`config.mk`:
```
export PLATFORM = sky130hd
export DESIGN_NAME = queued_lock_with_condition
export DESIGN_NICKNAME = d
export VERILOG_FILES = /design/src/rtl/core/qlc_pkg.sv /design/src/rtl/core/queued_lock_with_condition.sv /design/src/rtl/core/qlc_store.sv
export VERILOG_INCLUDE_DIRS = /design/src /design/src/rtl/core
export SDC_FILE = /design/constraint.sdc
export NUM_CORES = 1
export LEC_CHECK = 0
export ABC_AREA = 1
export BUFFER_PORTS_ARGS = -buffer_cell sky130_fd_sc_hd__buf_2
export CAP_MARGIN = 20
export CORE_MARGIN = 1
export CORE_UTILIZATION = 45
export CTS_BUF_LIST = sky130_fd_sc_hd__clkbuf_4 sky130_fd_sc_hd__clkbuf_8 sky130_fd_sc_hd__clkbuf_16
export CTS_CLUSTER_DIAMETER = 60
export DETAILED_ROUTE_END_ITERATION = 7
export PLACE_DENSITY = 0.58
export SYNTH_ARGS = -nofsm -noshare
export SYNTH_HDL_FRONTEND = slang
export SYNTH_SLANG_ARGS = --single-unit
```
`constraint.sdc`:
```
create_clock -name clk_i -period 10.27 [get_ports clk_i]
set_input_delay 2.054 -clock clk_i [delete_from_list [all_inputs] [get_ports clk_i]]
set_output_delay 2.054 -clock clk_i [all_outputs]
set_load 0.1 [all_outputs]
```
`src/rtl/core/queued_lock_with_condition_macros.svh`:
```
// Assertion macros used by the queued lock RTL
`ifndef QUEUED_LOCK_WITH_CONDITION_MACROS_SVH
`define QUEUED_LOCK_WITH_CONDITION_MACROS_SVH

`ifndef SYNTHESIS
`define QLC_ASSERT_IMP(lbl, ante, cons, msg) \
  lbl: assert property (@(posedge clk_i) disable iff (!rst_ni) (ante) |-> (cons)) \
    else $error(msg);
`define QLC_ASSERT_NXT(lbl, ante, cons, msg) \
  lbl: assert property (@(posedge clk_i) disable iff (!rst_ni) (ante) |=> (cons)) \
    else $error(msg);
`else
`define QLC_ASSERT_IMP(lbl, ante, cons, msg)
`define QLC_ASSERT_NXT(lbl, ante, cons, msg)
`endif

`endif

```
`src/rtl/core/qlc_pkg.sv`:
```
// Types, codes and helpers of the queued lock
`timescale 1ns / 1ps
package qlc_pkg;

  localparam int DefRequesters = 64;
  localparam int ReqIdW        = 6;
  localparam int ReqIdCount    = 1 << ReqIdW;
  localparam int MaxIdW        = 10;
  localparam int CountW        = 7;

  typedef enum logic [2:0] {
    REQ_ACQUIRE  = 3'd0,
    REQ_TRY      = 3'd1,
    REQ_RELEASE  = 3'd2,
    REQ_SLEEP    = 3'd3,
    REQ_WAKEUP   = 3'd4,
    REQ_WAKE_ALL = 3'd5
  } req_e;

  typedef enum logic [2:0] {
    STAT_ACQUIRED        = 3'd0,
    STAT_QUEUED          = 3'd1,
    STAT_NOT_ACQUIRED    = 3'd2,
    STAT_DONE            = 3'd3,
    STAT_NOT_LOCKED      = 3'd4,
    STAT_ALREADY_WAITING = 3'd5
  } status_e;

  typedef enum logic [1:0] {
    MARK_FREE  = 2'd0,
    MARK_LOCKQ = 2'd1,
    MARK_CONDQ = 2'd2
  } mark_e;

  typedef enum logic [2:0] {
    ST_CLEAR,
    ST_IDLE,
    ST_EXEC,
    ST_WAKE,
    ST_FIN
  } state_e;

  typedef logic [MaxIdW-1:0] wrap_lut_t [ReqIdCount];

  // Requester code to identity, wrapping at n
  function automatic wrap_lut_t wrap_lut(input int n);
    wrap_lut_t lut;
    int r;
    r = 0;
    for (int i = 0; i < ReqIdCount; i++) begin
      lut[i] = MaxIdW'(r);
      r = (r + 1 == n) ? 0 : r + 1;
    end
    return lut;
  endfunction

endpackage

```
`src/rtl/core/queued_lock_with_condition.sv`:
```
// Top level of the queued lock (FIFO for acquirers) with one condition queue
`timescale 1ns / 1ps
`include "queued_lock_with_condition_macros.svh"
// Start an item with start high while busy is low. Acquire, try, release, unknown
// codes and every request that ends in an error finish from the execute state;
// a successful sleep goes on to a finish state because the wait-mark memory has one
// write port. Wakeup and wakeup all go on to the wake state, where the sequencer
// walks the condition queue through the link memory one entry a cycle, moving one
// sleeper per entry. Each result shows for one cycle with result_valid_o high and
// cannot be stalled; a new item may be started in that same cycle. After reset the
// block clears every entry of the wait-mark memory with busy high.
module queued_lock_with_condition
  import qlc_pkg::*;
#(
  parameter int REQUESTERS = DefRequesters
) (
  input  logic        clk_i,
  input  logic        rst_ni,
  input  logic        start,
  output logic        busy,
  input  logic [2:0]  req_type_i,
  input  logic [5:0]  requester_i,
  output logic        result_valid_o,
  output logic [2:0]  status_o,
  output logic        handoff_valid_o,
  output logic [5:0]  handoff_id_o,
  output logic [6:0]  woken_count_o
);

  localparam int IdW  = $clog2(REQUESTERS);
  localparam int CntW = $clog2(REQUESTERS + 1);
  localparam logic [IdW-1:0] LastId = IdW'(REQUESTERS - 1);
  localparam wrap_lut_t WrapLut = wrap_lut(REQUESTERS);

  state_e state_q, state_d;
  logic            held_q, held_d;
  logic [IdW-1:0]  lq_head_q, lq_head_d, lq_tail_q, lq_tail_d;
  logic            lq_ne_q, lq_ne_d;
  logic [IdW-1:0]  cq_head_q, cq_head_d, cq_tail_q, cq_tail_d;
  logic            cq_ne_q, cq_ne_d;
  logic [IdW-1:0]  clr_q, clr_d;
  logic [CntW-1:0] cnt_q, cnt_d;
  logic            rv_q, rv_d;
  req_e            type_q, type_d;
  logic [IdW-1:0]  id_q, id_d;
  logic [IdW-1:0]  pend_q, pend_d;
  status_e         status_q, status_d;
  logic            hv_q, hv_d;
  logic [IdW-1:0]  hid_q, hid_d;

  logic [IdW-1:0]  id_in;
  logic            accept;
  logic            wake_go;
  logic            pass_en;

  logic            link_we;
  logic [IdW-1:0]  link_waddr, link_wdata, link_raddr, link_rd;
  logic            mark_we;
  logic [IdW-1:0]  mark_waddr;
  mark_e           mark_wdata, mark_rd;

  qlc_store #(
    .Depth(REQUESTERS),
    .IdW  (IdW)
  ) u_store (
    .clk_i       (clk_i),
    .link_we_i   (link_we),
    .link_waddr_i(link_waddr),
    .link_wdata_i(link_wdata),
    .link_raddr_i(link_raddr),
    .link_rdata_o(link_rd),
    .mark_we_i   (mark_we),
    .mark_waddr_i(mark_waddr),
    .mark_wdata_i(mark_wdata),
    .mark_raddr_i(id_in),
    .mark_rdata_o(mark_rd)
  );

  assign id_in   = WrapLut[requester_i][IdW-1:0];
  assign busy    = (state_q != ST_IDLE);
  assign accept  = start && !busy;
  // a single wakeup stops after one sleeper
  assign wake_go = cq_ne_q && !(type_q == REQ_WAKEUP && cnt_q != '0);

  // Next state
  always_comb begin
    state_d = state_q;
    case (state_q)
      ST_CLEAR: begin
        if (clr_q == LastId) state_d = ST_IDLE;
      end
      ST_IDLE: begin
        if (start) state_d = ST_EXEC;
      end
      ST_EXEC: begin
        if (held_q && (type_q == REQ_WAKEUP || type_q == REQ_WAKE_ALL)) begin
          state_d = ST_WAKE;
        end else if (held_q && type_q == REQ_SLEEP && mark_rd == MARK_FREE) begin
          state_d = ST_FIN;
        end else begin
          state_d = ST_IDLE;
        end
      end
      ST_WAKE: begin
        if (!wake_go) state_d = ST_IDLE;
      end
      ST_FIN: begin
        state_d = ST_IDLE;
      end
      default: state_d = ST_IDLE;
    endcase
  end

  // Datapath and memory control
  always_comb begin
    held_d    = held_q;
    lq_head_d = lq_head_q;
    lq_tail_d = lq_tail_q;
    lq_ne_d   = lq_ne_q;
    cq_head_d = cq_head_q;
    cq_tail_d = cq_tail_q;
    cq_ne_d   = cq_ne_q;
    clr_d     = clr_q;
    cnt_d     = cnt_q;
    rv_d      = 1'b0;
    type_d    = type_q;
    id_d      = id_q;
    pend_d    = pend_q;
    status_d  = status_q;
    hv_d      = hv_q;
    hid_d     = hid_q;
    pass_en   = 1'b0;

    link_we    = 1'b0;
    link_waddr = lq_tail_q;
    link_wdata = id_q;
    link_raddr = lq_head_q;
    mark_we    = 1'b0;
    mark_waddr = id_q;
    mark_wdata = MARK_FREE;

    case (state_q)
      ST_CLEAR: begin
        mark_we    = 1'b1;
        mark_waddr = clr_q;
        clr_d      = clr_q + 1'b1;
      end
      ST_IDLE: begin
        // look up the head that a release, sleep or wakeup will need
        if (req_type_i == REQ_RELEASE || req_type_i == REQ_SLEEP) begin
          link_raddr = lq_head_q;
        end else begin
          link_raddr = cq_head_q;
        end
        if (accept) begin
          type_d = req_e'(req_type_i);
          id_d   = id_in;
        end
      end
      ST_EXEC: begin
        // hold the link of the head sleeper for the first wake step
        link_raddr = cq_head_q;
        status_d = STAT_DONE;
        hv_d     = 1'b0;
        hid_d    = '0;
        cnt_d    = '0;
        rv_d     = 1'b1;
        case (type_q)
          REQ_ACQUIRE, REQ_TRY: begin
            if (mark_rd != MARK_FREE) begin
              status_d = STAT_ALREADY_WAITING;
            end else if (!held_q) begin
              held_d   = 1'b1;
              status_d = STAT_ACQUIRED;
            end else if (type_q == REQ_TRY) begin
              status_d = STAT_NOT_ACQUIRED;
            end else begin
              if (lq_ne_q) begin
                link_we    = 1'b1;
                link_waddr = lq_tail_q;
                link_wdata = id_q;
              end else begin
                lq_head_d = id_q;
              end
              lq_tail_d  = id_q;
              lq_ne_d    = 1'b1;
              mark_we    = 1'b1;
              mark_waddr = id_q;
              mark_wdata = MARK_LOCKQ;
              status_d   = STAT_QUEUED;
            end
          end
          REQ_RELEASE: begin
            if (!held_q) begin
              status_d = STAT_NOT_LOCKED;
            end else begin
              pass_en = 1'b1;
            end
          end
          REQ_SLEEP: begin
            if (!held_q) begin
              status_d = STAT_NOT_LOCKED;
            end else if (mark_rd != MARK_FREE) begin
              status_d = STAT_ALREADY_WAITING;
            end else begin
              if (cq_ne_q) begin
                link_we    = 1'b1;
                link_waddr = cq_tail_q;
                link_wdata = id_q;
              end else begin
                cq_head_d = id_q;
              end
              cq_tail_d  = id_q;
              cq_ne_d    = 1'b1;
              mark_we    = 1'b1;
              mark_waddr = id_q;
              mark_wdata = MARK_CONDQ;
              status_d   = STAT_QUEUED;
              pass_en    = 1'b1;
              rv_d       = 1'b0;
            end
          end
          REQ_WAKEUP, REQ_WAKE_ALL: begin
            if (!held_q) begin
              status_d = STAT_NOT_LOCKED;
            end else begin
              rv_d = 1'b0;
            end
          end
          default: ;
        endcase

        // hand the lock to the head waiter, or free it
        if (pass_en) begin
          if (!lq_ne_q) begin
            held_d = 1'b0;
          end else begin
            if (lq_head_q == lq_tail_q) begin
              lq_ne_d = 1'b0;
            end else begin
              lq_head_d = link_rd;
            end
            hv_d   = 1'b1;
            hid_d  = lq_head_q;
            pend_d = lq_head_q;
            if (type_q == REQ_RELEASE) begin
              mark_we    = 1'b1;
              mark_waddr = lq_head_q;
              mark_wdata = MARK_FREE;
            end
          end
        end
      end
      ST_WAKE: begin
        // fetch the link of the next sleeper while moving this one
        link_raddr = link_rd;
        if (wake_go) begin
          if (cq_head_q == cq_tail_q) begin
            cq_ne_d = 1'b0;
          end else begin
            cq_head_d = link_rd;
          end
          if (lq_ne_q) begin
            link_we    = 1'b1;
            link_waddr = cq_head_q;
            link_wdata = lq_head_q;
          end else begin
            lq_tail_d = cq_head_q;
            lq_ne_d   = 1'b1;
          end
          lq_head_d  = cq_head_q;
          mark_we    = 1'b1;
          mark_waddr = cq_head_q;
          mark_wdata = MARK_LOCKQ;
          cnt_d      = cnt_q + 1'b1;
        end else begin
          rv_d = 1'b1;
        end
      end
      ST_FIN: begin
        // free the mark of the requester that took the lock
        if (hv_q) begin
          mark_we    = 1'b1;
          mark_waddr = pend_q;
          mark_wdata = MARK_FREE;
        end
        rv_d = 1'b1;
      end
      default: ;
    endcase
  end

  always_ff @(posedge clk_i or negedge rst_ni) begin
    if (!rst_ni) begin
      state_q   <= ST_CLEAR;
      held_q    <= 1'b0;
      lq_head_q <= '0;
      lq_tail_q <= '0;
      lq_ne_q   <= 1'b0;
      cq_head_q <= '0;
      cq_tail_q <= '0;
      cq_ne_q   <= 1'b0;
      clr_q     <= '0;
      cnt_q     <= '0;
      rv_q      <= 1'b0;
    end else begin
      state_q   <= state_d;
      held_q    <= held_d;
      lq_head_q <= lq_head_d;
      lq_tail_q <= lq_tail_d;
      lq_ne_q   <= lq_ne_d;
      cq_head_q <= cq_head_d;
      cq_tail_q <= cq_tail_d;
      cq_ne_q   <= cq_ne_d;
      clr_q     <= clr_d;
      cnt_q     <= cnt_d;
      rv_q      <= rv_d;
    end
  end

  always_ff @(posedge clk_i) begin
    type_q   <= type_d;
    id_q     <= id_d;
    pend_q   <= pend_d;
    status_q <= status_d;
    hv_q     <= hv_d;
    hid_q    <= hid_d;
  end

  assign result_valid_o  = rv_q;
  assign status_o        = status_q;
  assign handoff_valid_o = hv_q;
  assign handoff_id_o    = 6'(hid_q);
  assign woken_count_o   = 7'(cnt_q);

  `QLC_ASSERT_IMP(a_waiters_need_holder, !held_q, !lq_ne_q, "lock queue busy with lock free")
  `QLC_ASSERT_IMP(a_handoff_status, result_valid_o && handoff_valid_o, status_o == STAT_DONE || status_o == STAT_QUEUED, "handoff with wrong status")
  `QLC_ASSERT_IMP(a_woken_queued, result_valid_o && woken_count_o != '0, lq_ne_q, "woken sleepers missing from lock queue")
  `QLC_ASSERT_NXT(a_try_takes_free, state_q == ST_EXEC && type_q == REQ_TRY && !held_q && mark_rd == MARK_FREE, held_q && status_o == STAT_ACQUIRED, "try on free lock not taken")

endmodule

```
`src/rtl/core/qlc_store.sv`:
```
// Link and wait-mark memories of the queued lock
`timescale 1ns / 1ps
module qlc_store
  import qlc_pkg::*;
#(
  parameter int Depth = DefRequesters,
  parameter int IdW   = $clog2(DefRequesters)
) (
  input  logic           clk_i,
  input  logic           link_we_i,
  input  logic [IdW-1:0] link_waddr_i,
  input  logic [IdW-1:0] link_wdata_i,
  input  logic [IdW-1:0] link_raddr_i,
  output logic [IdW-1:0] link_rdata_o,
  input  logic           mark_we_i,
  input  logic [IdW-1:0] mark_waddr_i,
  input  mark_e          mark_wdata_i,
  input  logic [IdW-1:0] mark_raddr_i,
  output mark_e          mark_rdata_o
);

  logic [IdW-1:0] link_mem [Depth];
  logic [1:0]     mark_mem [Depth];
  logic [1:0]     mark_rd_q;

  always_ff @(posedge clk_i) begin
    if (link_we_i) begin
      link_mem[link_waddr_i] <= link_wdata_i;
    end
    link_rdata_o <= link_mem[link_raddr_i];
  end

  always_ff @(posedge clk_i) begin
    if (mark_we_i) begin
      mark_mem[mark_waddr_i] <= mark_wdata_i;
    end
    mark_rd_q <= mark_mem[mark_raddr_i];
  end

  assign mark_rdata_o = mark_e'(mark_rd_q);

endmodule
```
# Word level (Yosys, flattened, before mapping)
# Memory sizes are Yosys's and may differ from the RTL's. A register that Yosys moved wholly into a read port is not among the register bits.
# Cells that the tools add are included.
dict set report totals {
  reg_bits 69
  mem_bits_rw 512
  mem_bits_ro 640
  in_bits 12
  out_inout_bits 19
  elab_cells 204
  n_memories 3
}
# name words width rd rd_ports_with_merged_regs write_ports line_no
set mem_list {}
lappend mem_list {{(no name shown)} 64 10 1 0 0 queued_lock_with_condition.sv:79} ;# assign id_in = WrapLut[requester_i][IdW-1:0];
lappend mem_list {u_store.link_mem 64 6 1 1 1 qlc_store.sv:22} ;# logic [IdW-1:0] link_mem [Depth];
lappend mem_list {u_store.mark_mem 64 2 1 1 1 qlc_store.sv:23} ;# logic [1:0] mark_mem [Depth];
dict set report classes {
  add_sub_neg 2
  n_lt_le_gt_ge 1
  n_eq_ne 28
  muxes 123
  bitwise 2
  reduce_logical 28
}
# op n
set ops {}
lappend ops {{$mux 6} 37}
lappend ops {{$mux 1} 49}
lappend ops {{$pmux 6 s2} 4}
lappend ops {{$mux 3} 9}
lappend ops {{$ne 2x2->1 const B} 12}
lappend ops {{$pmux 6 s4} 1}
lappend ops {{$eq 3x2->1 const B} 6}
lappend ops {{$pmux 6 s3} 1}
lappend ops {{$mux 2} 7}
lappend ops {{$pmux 1 s2} 7}
lappend ops {{$pmux 7 s2} 1}
lappend ops {{$reduce_and 7->1} 2}
lappend ops {{$eq 6x6->1} 2}
lappend ops {{$pmux 3 s4} 1}
lappend ops {{$eq 3x3->1 const B} 3}
lappend ops {{$pmux 3 s3} 1}
lappend ops {{$pmux 2 s2} 2}
lappend ops {{$add 7x1->7 const B} 1}
lappend ops {{$ge 7x7->1 const B} 1}
lappend ops {{$mux 7} 1}
lappend ops {{$not 6->7} 1}
lappend ops {{$reduce_bool 7->1} 1}
lappend ops {{$add 6x1->6 const B} 1}
lappend ops {{$eq 3x1->1 const B} 2}
lappend ops {{18 further kinds} 31}

# Longest topological paths before layout
# Gate-level depths: netlist of run 1.
dict set report depth {
  word_depth 11
  depth_mapped 17
  mapped_depth_nobuf 15
}

# Hierarchy
# A second synthesis of run 1 with hierarchy kept.
dict set report hier_totals {
  hier_cells 2467
  area_unflattened_um2 25703.4
}
# module instances cells_each area_per_inst_um2 seq_area_each_um2
set modules_own_cells {}
lappend modules_own_cells {qlc_store 1 1901 21463.1 15534.9}
lappend modules_own_cells {queued_lock_with_condition 1 566 4240.3 1851.8}

# Worst setup path after synthesis of run 1
# Ideal clock, no wire load.
dict set report synth_timing {
  kind {register to register}
  startpoint {register cnt_q[0], in the netlist woken_count_o[0]}
  endpoint {memory u_store.link_mem[0][0] (netlist bit) (data pin)}
  setup_ns 0.702
  arrival_ns 4.466
  required_time_ns 9.568
  slack_ns 5.102
  stages_incl_launch_ff 9
  path_buffers 1
  synth_period_minus_slack_ns 5.168
  cell_sequence {dfrtp_1 -> inv_1 -> ha_1 -> nand4_1 -> nand3_1 -> nand2_2 -> nor2_2 -> clkbuf_1 -> o21ai_0}
}
dict set report synth_via {
  elab_chain_cells 6
}
# item line_no
set synth_rtl {}
lappend synth_rtl {{start: declaration} queued_lock_with_condition.sv:42} ;# logic [CntW-1:0] cnt_q, cnt_d;
lappend synth_rtl {{start signal: assignment} queued_lock_with_condition.sv:316} ;# cnt_q <= cnt_d;
lappend synth_rtl {{$reduce_bool 7->1} queued_lock_with_condition.sv:83} ;# assign wake_go = cq_ne_q && !(type_q == REQ_WAKEUP && cnt_q != '0);
lappend synth_rtl {{$logic_and 1x1->1} queued_lock_with_condition.sv:83}
lappend synth_rtl {{$logic_not 1->1} queued_lock_with_condition.sv:83}
lappend synth_rtl {{$logic_and 1x1->1} queued_lock_with_condition.sv:83}
lappend synth_rtl {{$mux 6} queued_lock_with_condition.sv:257} ;# if (wake_go) begin
lappend synth_rtl {{$mux 6} -}
lappend synth_rtl {{named net link_wdata[0]} queued_lock_with_condition.sv:57} ;# logic [IdW-1:0] link_waddr, link_wdata, link_raddr, link_rd;
lappend synth_rtl {{end: declaration} qlc_store.sv:22}
# The timed path passes the listed nets, and every way through them passes these cells.

# Worst setup path in the final report of run 1
dict set report layout_timing {
  startpoint {input req_type_i[2]}
  endpoint {register u_store.link_rdata_o[4], read port of u_store.link_mem}
}
dict set report layout_via {
  elab_chain_cells 4
  elab_cells_between_ends 5
  classes_between {2 x eq/ne; 2 x mux; 1 x reduce/logical}
}
# item line_no
set layout_rtl {}
lappend layout_rtl {{start: declaration} queued_lock_with_condition.sv:21} ;# input logic [2:0] req_type_i,
lappend layout_rtl {{$eq 3x2->1} queued_lock_with_condition.sv:150} ;# if (req_type_i == REQ_RELEASE || req_type_i == REQ_SLEEP) begin
lappend layout_rtl {{$logic_or 1x1->1 (*)} queued_lock_with_condition.sv:150}
lappend layout_rtl {{$mux 6 (*)} queued_lock_with_condition.sv:150}
lappend layout_rtl {{$pmux 6 s3 (*)} queued_lock_with_condition.sv:142} ;# case (state_q)
lappend layout_rtl {{end: declaration} qlc_store.sv:14} ;# output logic [IdW-1:0] link_rdata_o,
# Every way passes the cells marked *; elsewhere a longest branch is shown, timed or not.
# A chain may end at the register's enable or synchronous reset.

==> results of run 1 <==
==> metal layers <==
layer  wire length, µm  vias to the layer above  global-route usage
met5                 0                        -                   0
met4              1730                        0              0.0681
met3              5760                      133              0.0476
met2             32900                      791               0.369
met1             32500                     9437               0.351
li1                  -                     8909                   -
==> area by class of cell <==
class	count	share of cell area
clock buffer	85	0.0622
tap	773	0.0325
inverter	299	0.0377
timing repair buffer	53	0.0117
multi-input combinational	1562	0.264
clock inverter	36	0.00869
sequential	589	0.583
==> cell usage after synthesis (2+ instances only) <==
cell type,number,share of area
o21ai_2,2,0.00065
nor3_1,6,0.0011
or2_2,2,0.00047
a31oi_1,5,0.0012
nand3b_1,129,0.036
nand3_1,440,0.082
nor2_2,9,0.0021
nand2_2,5,0.0012
xor2_1,8,0.0026
nor2_4,6,0.0025
a21oi_2,2,0.00065
dfrtp_1,44,0.041
xnor2_1,2,0.00065
inv_1,282,0.039
nor4_1,2,0.00047
dfxtp_1,8,0.0060
buf_1,14,0.0020
ha_1,3,0.0014
a211oi_1,4,0.0011
edfxtp_1,537,0.60
nor2_1,281,0.039
nand2_1,396,0.055
a21oi_1,24,0.0045
o21ai_1,2,0.00037
o211ai_1,10,0.0028
o2111ai_1,2,0.00065
clkbuf_1,60,0.0084
inv_2,17,0.0024
a22oi_1,4,0.0011
o21ai_0,132,0.025
buf_2,46,0.0086
nand4_1,7,0.0016
o22ai_1,38,0.0088
a221oi_1,3,0.00098
buf_4,16,0.0045
nand3_2,18,0.0067
o221ai_1,7,0.0023
==> sequential cells by signal, indices dropped and copies added, names as in the netlist, 2 cells and up <==
register              cells
status_o                  3
woken_count_o             7
clr_q                     6
cq_tail_q                 6
lq_head_q                 6
id_q                      6
cq_head_q                 6
state_q                   3
type_q                    3
lq_tail_q                 6
u_store.link_rdata_o      6
u_store.mark_rdata_o      2
handoff_id_o              6
u_store.mark_mem        128
u_store.link_mem        384
pend_q                    6
==> kinds of logic (layout without fill, tap and decap cells) <==
family                   Yosys count  in the layout  share of synthesized area
adder cells (fa/ha/maj)            3              3                    0.00140
flip-flops                       589            589                      0.647
buffers and inverters            436            473                     0.0655
multiplexers                       1              1                   0.000419
AO/OA/AOI/OAI                    243            243                     0.0531
XOR/XNOR                          10             10                    0.00326
AND/OR/NAND/NOR                 1305           1305                      0.230
==> worst paths after layout <==
kind,startpoint,endpoint,depth (start not counted)
worst max-delay path,req_type_i[2],u_store.link_rdata_o[4],15
max in group asynchronous,rst_ni,state_q[0],2
min in group asynchronous,rst_ni,woken_count_o[2],2
worst min register to register,clr_q[4],clr_q[4],1
worst min-delay path,clr_q[4],clr_q[4],1
worst max register to register,state_q[2],u_store.link_rdata_o[4],14
==> power by group <==
part	switching, mW	internal [mW]	total [mW]
logic	3.27	1.05	4.32
clock network	0.962	1.34	2.30
registers	0.130	3.00	3.13
total	4.37	5.38	9.75
==> impl_metrics.yaml, run 1 <==
yosys:
  ys_seq_area_frac: 0.647
  netlist_area_um2: 26900
  synth-seq-cells: 589
  synth_flop_cell: "edfxtp_1"
  synth_async_sr_flop_share: 0.0747
  synth_cell_type_count: 51
  synth.avg_cell_area_um2: 10.4
  syn-num-nets: 2602
  yosys_warnings: 0
  synth_edf_count: 537
  synthCells: 2587
sta:
  report.final.slew_viol_count: 0
  clock_skew_ns: 0.0234
  worst_pin_slew_ns: 1.31
  finalCriticalPeriod_ns: 5.04
  fmax_ghz: 0.198
  holdWs_ns: 0.534
  setup_viol: 0
  min_period_over_period: 0.491
  hold_viol_final: 0
  setup_slack_ns: 5.23
  relSlewSlack: 0.124
  finalSetupTns_ns: 0
  rsz0062_at_grt: "false"
clock_network:
  cts_setup_buffers: 0
  clock-root-buffer: "clkbuf_16"
  path_clk_slew_ns: 0.06
  cts.sinks: 589
  clk_path_buf_depth: 3
  cts_max_level: 3
  clock_latency_ns: 0.61
  numCtsBuffers: 66
  hold_buffers: 0
  cts.repair.resized: 0
  cts_tree: "built"
final_layout:
  final_core_util: 0.505
  final_common_cell: "edfxtp_1"
  fin_cells: 3397
  antenna-diode-count: 0
  final_cell_mix: "edfxtp_1, nand3_1, nand2_1"
  fin_area_um2: 29800
  multi_input_comb_area_um2: 7860
  finalNetCount: 2586
  syn_to_final_growth_pct: 10.8
  ff_latch_area_um2: 17400
  fill_cells: 5335
  drive_above_1_share: 0.0922
setup_path:
  start_kind: "input port"
  crit_fanout: 101
  cp_top_family: "buffers and inverters"
  crit_chain: "buf_2 -> inv_1 -> nand2_1 -> nand2_1 -> nand3_1 -> nand3_4 -> buf_4 -> buf_4 -> nand3b_1 -> nand3_1 -> nand3_1 -> nand3_1 -> nand3_1 -> nand3_1 -> nand2_1"
  cp_num_buf_inv: 4
  crit_required_ns: 10.76
  crit_path_max_incr_delay_ns: 0.99
  crit_slowest_cell: "buf_4"
  path_class: "in -> reg"
  reg2reg_slack_ns: 5.65
  endpoint_kind: "flip-flop"
  cp.arrival_ns: 5.53
  cpMostUsedCell: "nand3_1"
placement:
  postPlaceCellArea_um2: 27700
  pre_cts_slack_ns: 4.61
  dpl.cell_count: 3275
  dp_hpwl_um: 43200
  gp_congestion: 0.946
  io_buffers: 30
detailed_routing:
  routed-via-count: 19270
  route.antenna.remaining_nets: 0
  wirelength_um: 72900
  wl_per_cell_um: 21.5
  post_drt_via_cell_ratio: 5.67
  drcViolationCount: 0
  drt_iter0_drc: 1917
  drt_pre_antenna_iters: 8
die:
  die_h_um: 246
  rows: 89
  core-area_um2: 59000
  start_util: 0.456
  ios: 31
  die_w_um: 246
  die-area_um2: 60700
job:
  drv_cap: 0
status:
  status: "finished clean"
global_routing:
  grt_pass1_vias: 18579
  grt_max_degree: 140
  globalRouteTotalUtil: 0.242
  antenna_found_initial: 0
  grt_pass1_wl_um: 111000
  gr-total-overflow: 0
min_path:
  worstHoldPathType: "reg -> reg"
power_and_ir_drop:
  max-vdd-ir-drop_mv: 0.276
  p_leak_nw: 11.4
  p_per_area_nw_per_um2: 327
  total_power_mw: 9.75
Power figures use the tool's default switching activity.
==> run 2: changes to the inputs <==
==> constraint.sdc (replaced) <==
create_clock -name clk_i -period 4.8 [get_ports clk_i]
set_input_delay 0.96 -clock clk_i [delete_from_list [all_inputs] [get_ports clk_i]]
set_output_delay 0.96 -clock clk_i [all_outputs]
set_load 0.1 [all_outputs]
==> run 2 against run 1 <==
Effect of this change:
- register-to-register slack lost 4.3 ns
- global-route usage fell by 0.20 points
- critical path depth decreased by 1
- utilization grew 0.35 points
- largest cell class unchanged
- clock power grew 120%
- sequential power is 110% higher
- final cell count rose by 0.21%
- via count decreased by 1.3%
==> impl_metrics.yaml, run 2 (synthesis gave the netlist of run 1 again) <==
status:
  status: "finished clean"
final_layout:
  fin_area_um2: 30000
  fill_cells: 5359
  largest_reg_flops: 384
  syn_to_final_growth_pct: 11.6
  final_cell_mix: "edfxtp_1, nand3_1, nand2_1"
  finalNetCount: 2595
  max_flop_register: "u_store.link_mem"
  antenna-diode-count: 0
  drive_above_1_share: 0.0946
  final_common_cell: "edfxtp_1"
detailed_routing:
  drcViolationCount: 0
  wirelength_um: 72000
  drt_iter0_drc: 2070
  routed-via-count: 19020
  route.antenna.remaining_nets: 0
  post_drt_via_cell_ratio: 5.59
  wl_per_cell_um: 21.2
  drt_pre_antenna_iters: 6
global_routing:
  antenna_found_initial: 1
  grt_pass1_wl_um: 111000
  gr-total-overflow: 0
  grt_max_degree: 193
  globalRouteTotalUtil: 0.240
  grt_pass1_vias: 18358
placement:
  io_buffers: 30
  postPlaceCellArea_um2: 27800
  gp_congestion: 0.939
  dp_hpwl_um: 44000
job:
  drv_cap: 0
clock_network:
  cts_setup_buffers: 0
  cts.sinks: 589
  cts.repair.resized: 0
  clock_latency_ns: 0.59
  cts_tree: "built"
  numCtsBuffers: 66
  clock-root-buffer: "clkbuf_16"
  path_clk_slew_ns: 0.05
  hold_buffers: 0
  clk_path_buf_depth: 3
  cts_max_level: 3
setup_path:
  crit_chain: "inv_1 -> ha_1 -> nand4_1 -> nand3_1 -> nand2_2 -> nor2_1 -> nand2_1 -> nand2_1 -> inv_2 -> a21oi_2 -> inv_2 -> nor2_2 -> nand3_2 -> nor2_1"
  endpoint_kind: "flip-flop"
  crit_path_max_incr_delay_ns: 0.63
  cp_top_family: "simple AND/OR/NAND/NOR gates"
  cp_num_buf_inv: 3
  reg2reg_depth: 14
  cp.depth: 14
  crit_slowest_cell: "nor2_1"
  crit_fanout: 10
  crit_required_ns: 5.01
  cp.arrival_ns: 3.70
  start_kind: "flip-flop"
  path_class: "reg -> reg"
sta:
  rsz0062_at_grt: "false"
  relSlewSlack: 0.257
  finalCriticalPeriod_ns: 3.48
  report.final.slew_viol_count: 0
  worst_pin_slew_ns: 1.12
  setup_viol: 0
  holdWs_ns: 0.228
  hold_viol_final: 0
  min_period_over_period: 0.726
  fmax_ghz: 0.287
  clock_skew_ns: 0.0203
die:
  die_h_um: 246
  ios: 31
  core-area_um2: 59000
  start_util: 0.456
  rows: 89
  die-area_um2: 60700
  die_w_um: 246
power_and_ir_drop:
  switching_power_mw: 9.26
  intPower_mw: 11.8
  p_per_area_nw_per_um2: 702
  switching_share: 0.439
  p_leak_nw: 11.5
  power_frac_seq: 0.319
  max-vdd-ir-drop_mv: 0.891
  total_power_mw: 21.1
  pwr-share-clk: 0.242
  power_frac_comb: 0.440
min_path:
  worstHoldPathType: "in -> async"
run 2: changes by cell type in the layout (fill, tap and decap cells not counted), moves of 2 or more:
cell	previous run	this run
buf_12	2	6
buf_4	21	26
bufinv_16	2	5
clkbuf_8	4	6
clkinv_2	19	11
run 2: routing by layer:
layer  up-vias  routed length (µm)  track usage  part of all wire
li1       8891                   -            -                 -
met1      9306               31900        0.350              0.44
met2       712               33500        0.371              0.47
met3       111                5070       0.0342             0.070
met4         0                1590       0.0708             0.022
met5         -                   0            0                 0
run 2: power by group through the flow:
stage               Clock, mW  Sequential (mW)  Combinational, mW
floorplan                   0             6.96               6.11
global placement            0             6.81               9.17
detailed placement          0             6.81               9.20
CTS                      5.20             6.71               9.23
global route             5.36             6.73               10.1
finish                   5.10             6.71               9.26
run 2: final timing paths:
kind	start	to	slack, ns
max in group asynchronous	rst_ni	result_valid_o	4.08
worst min-delay path	rst_ni	woken_count_o[1]	0.23
worst max register to register	woken_count_o[0]	u_store.link_mem[42][3]	1.32
min in group clk_i	clr_q[4]	clr_q[4]	0.52
worst min register to register	clr_q[4]	clr_q[4]	0.52
worst max-delay path	woken_count_o[0]	u_store.link_mem[42][3]	1.32
run 2: per-stage QoR:
step,setup TNS (ns),cells,setup WS [ns],util
after floorplan,-141.30,2587,-0.368,-
after global placement,0,3284,1.11,0.471
after detailed placement,0,3284,1.10,0.471
after CTS,0,3403,1.29,0.508
after global routing,0,3404,1.07,0.508
final,0,3404,1.32,0.508
run 2: area by class of cell:
cell class              count  area (µm²)  area share
well taps                 773         967      0.0322
clock inverters            30         290     0.00967
repair buffers             62         465      0.0155
clock buffers              89        1910      0.0638
flip-flops and latches    589       17400       0.579
multi-input cells        1562        7860       0.262
inverters                 299        1120      0.0374
==> run 3: changes to the inputs <==
==> constraint.sdc (replaced) <==
create_clock -name clk_i -period 3.38 [get_ports clk_i]
set_input_delay 0.676 -clock clk_i [delete_from_list [all_inputs] [get_ports clk_i]]
set_output_delay 0.676 -clock clk_i [all_outputs]
set_load 0.1 [all_outputs]
==> run 3 against run 2 <==
Effect of this change:
- sequential cell count unchanged
- clock power up 37%
- register-to-register slack worse by 1.1 ns
- maximum frequency up 9.0%
- clock skew rose by 0.0025 ns
- routed wire length down 1.8%
- highest routed layer unchanged
- clock-buffer cell count fell by 1
- final cell count increased by 1.7%
- largest cell class unchanged
- first-iteration DRC count fell by 13%
==> impl_metrics.yaml, run 3 (synthesis gave the netlist of run 1 again) <==
final_layout:
  largest_reg_flops: 384
  ff_latch_area_um2: 17400
  syn_to_final_growth_pct: 13.5
  max_flop_register: "u_store.link_mem"
  fin_area_um2: 30500
  fill_cells: 5279
  drive_above_1_share: 0.119
  finalNetCount: 2657
  antenna-diode-count: 0
  multi_input_comb_area_um2: 7900
  final_common_cell: "edfxtp_1"
  final_cell_mix: "edfxtp_1, nand3_1, nand2_1"
clock_network:
  clk_path_buf_depth: 3
  cts_max_level: 3
  hold_buffers: 0
  path_clk_slew_ns: 0.05
  clock_latency_ns: 0.60
  cts.repair.resized: 0
  cts_tree: "built"
  clock-root-buffer: "clkbuf_16"
  cts_setup_buffers: 0
  numCtsBuffers: 66
  cts.sinks: 589
power_and_ir_drop:
  pwr-share-clk: 0.233
  p_leak_nw: 11.8
  max-vdd-ir-drop_mv: 0.863
  p_per_area_nw_per_um2: 981
  power_frac_comb: 0.449
  switching_power_mw: 13.1
  switching_share: 0.436
  intPower_mw: 16.9
  power_frac_seq: 0.317
sta:
  setup_viol: 0
  relSlewSlack: 0.466
  worst_pin_slew_ns: 0.798
  min_period_over_period: 0.946
  rsz0062_at_grt: "true"
  fmax_ghz: 0.313
  clock_skew_ns: 0.0228
  finalCriticalPeriod_ns: 3.20
  setup_slack_ns: 0.182
  report.final.slew_viol_count: 0
  hold_viol_final: 0
  finalSetupTns_ns: 0
detailed_routing:
  wirelength_um: 70700
  post_drt_via_cell_ratio: 5.52
  drcViolationCount: 0
  drt_pre_antenna_iters: 6
  wl_per_cell_um: 20.4
  routed-via-count: 19123
  drt_iter0_drc: 1797
  route.antenna.remaining_nets: 0
setup_path:
  start_kind: "flip-flop"
  crit_required_ns: 3.61
  path_class: "reg -> reg"
  endpoint_kind: "flip-flop"
  cp.arrival_ns: 3.43
  crit_fanout: 7
die:
  ios: 31
  start_util: 0.456
  die_h_um: 246
  die-area_um2: 60700
  core-area_um2: 59000
  rows: 89
  die_w_um: 246
placement:
  dp_hpwl_um: 44200
  io_buffers: 30
  pre_cts_slack_ns: 0.159
  gp_congestion: 0.955
  postPlaceCellArea_um2: 28400
global_routing:
  gr-total-overflow: 0
  antenna_found_initial: 1
  grt_pass1_vias: 18401
  globalRouteTotalUtil: 0.233
  grt_max_degree: 88
  grt_pass1_wl_um: 107000
status:
  status: "finished clean"
min_path:
  worstHoldPathType: "in -> async"
job:
  drv_cap: 0
run 3: changes by cell type in the layout (fill, tap and decap cells not counted), moves of 2 or more:
cell	change
buf_12	+8
buf_4	+54
bufinv_16	-2
clkbuf_4	+5
clkbuf_8	-6
clkinv_2	-5
clkinvlp_4	+2
inv_6	-3
nor2_1	-15
nor2_2	+15
run 3: cell type report:
| cell class | instances | share of cell area |
|---|---|---|
| clock buffer | 88 | 0.0612 |
| inverter | 299 | 0.0368 |
| multi-input combinational | 1562 | 0.259 |
| clock inverter | 27 | 0.00832 |
| tap | 773 | 0.0317 |
| timing repair buffer | 124 | 0.0338 |
| sequential | 589 | 0.569 |
run 3: metrics by stage:
step	hold slack [ns]	util	cells	total power, mW
2_1_floorplan	0.380	-	2587	18.5
3_3_place_gp	0.520	0.481	3347	22.9
3_5_place_dp	0.512	0.481	3347	23.0
4_1_cts	0.119	0.517	3462	30.0
5_1_grt	0.157	0.517	3462	31.6
6_report	0.122	0.517	3462	30.0
run 3: power by group through the flow:
| stage | Combinational (mW) | Sequential (mW) | Clock, mW |
|---|---|---|---|
| 4_1_cts | 13.4 | 9.49 | 7.12 |
| 5_1_grt | 14.7 | 9.54 | 7.39 |
| 2_1_floorplan | 8.68 | 9.82 | 0 |
| 3_3_place_gp | 13.3 | 9.63 | 0 |
| 6_report | 13.5 | 9.50 | 6.99 |
| 3_5_place_dp | 13.4 | 9.64 | 0 |
run 3: worst max-delay path: stages (launching register included):
cell	delay, ns
dfrtp_1	0.40
inv_1	0.11
ha_1	0.15
nand4_1	0.13
nand3_1	0.13
nand2_2	0.07
nor2_1	0.18
nand2_1	0.15
nand2_1	0.10
inv_2	0.07
a21oi_2	0.21
inv_2	0.08
nor2_2	0.21
nand3_2	0.34
nor2_1	0.51
run 3: per-layer routing:
| metal | global-route usage | routed length (µm) | up-vias |
|---|---|---|---|
| li1 | - | - | 9030 |
| met1 | 0.332 | 31600 | 9264 |
| met2 | 0.360 | 32100 | 711 |
| met3 | 0.0439 | 5310 | 118 |
| met4 | 0.0755 | 1660 | 0 |
| met5 | 0 | 0 | - |
run 3: final timing paths:
path | startpoint | end | slack, ns | depth (start not counted)
worst max-delay path | woken_count_o[0] | u_store.link_mem[0][0] | 0.18 | 14
worst min-delay path | rst_ni | woken_count_o[2] | 0.12 | 1
worst max register to register | woken_count_o[0] | u_store.link_mem[0][0] | 0.18 | 14
worst min register to register | lq_head_q[0] | pend_q[0] | 0.54 | 0
max in group asynchronous | rst_ni | lq_tail_q[1] | 2.53 | 2
min in group clk_i | req_type_i[0] | type_q[0] | 0.26 | 1
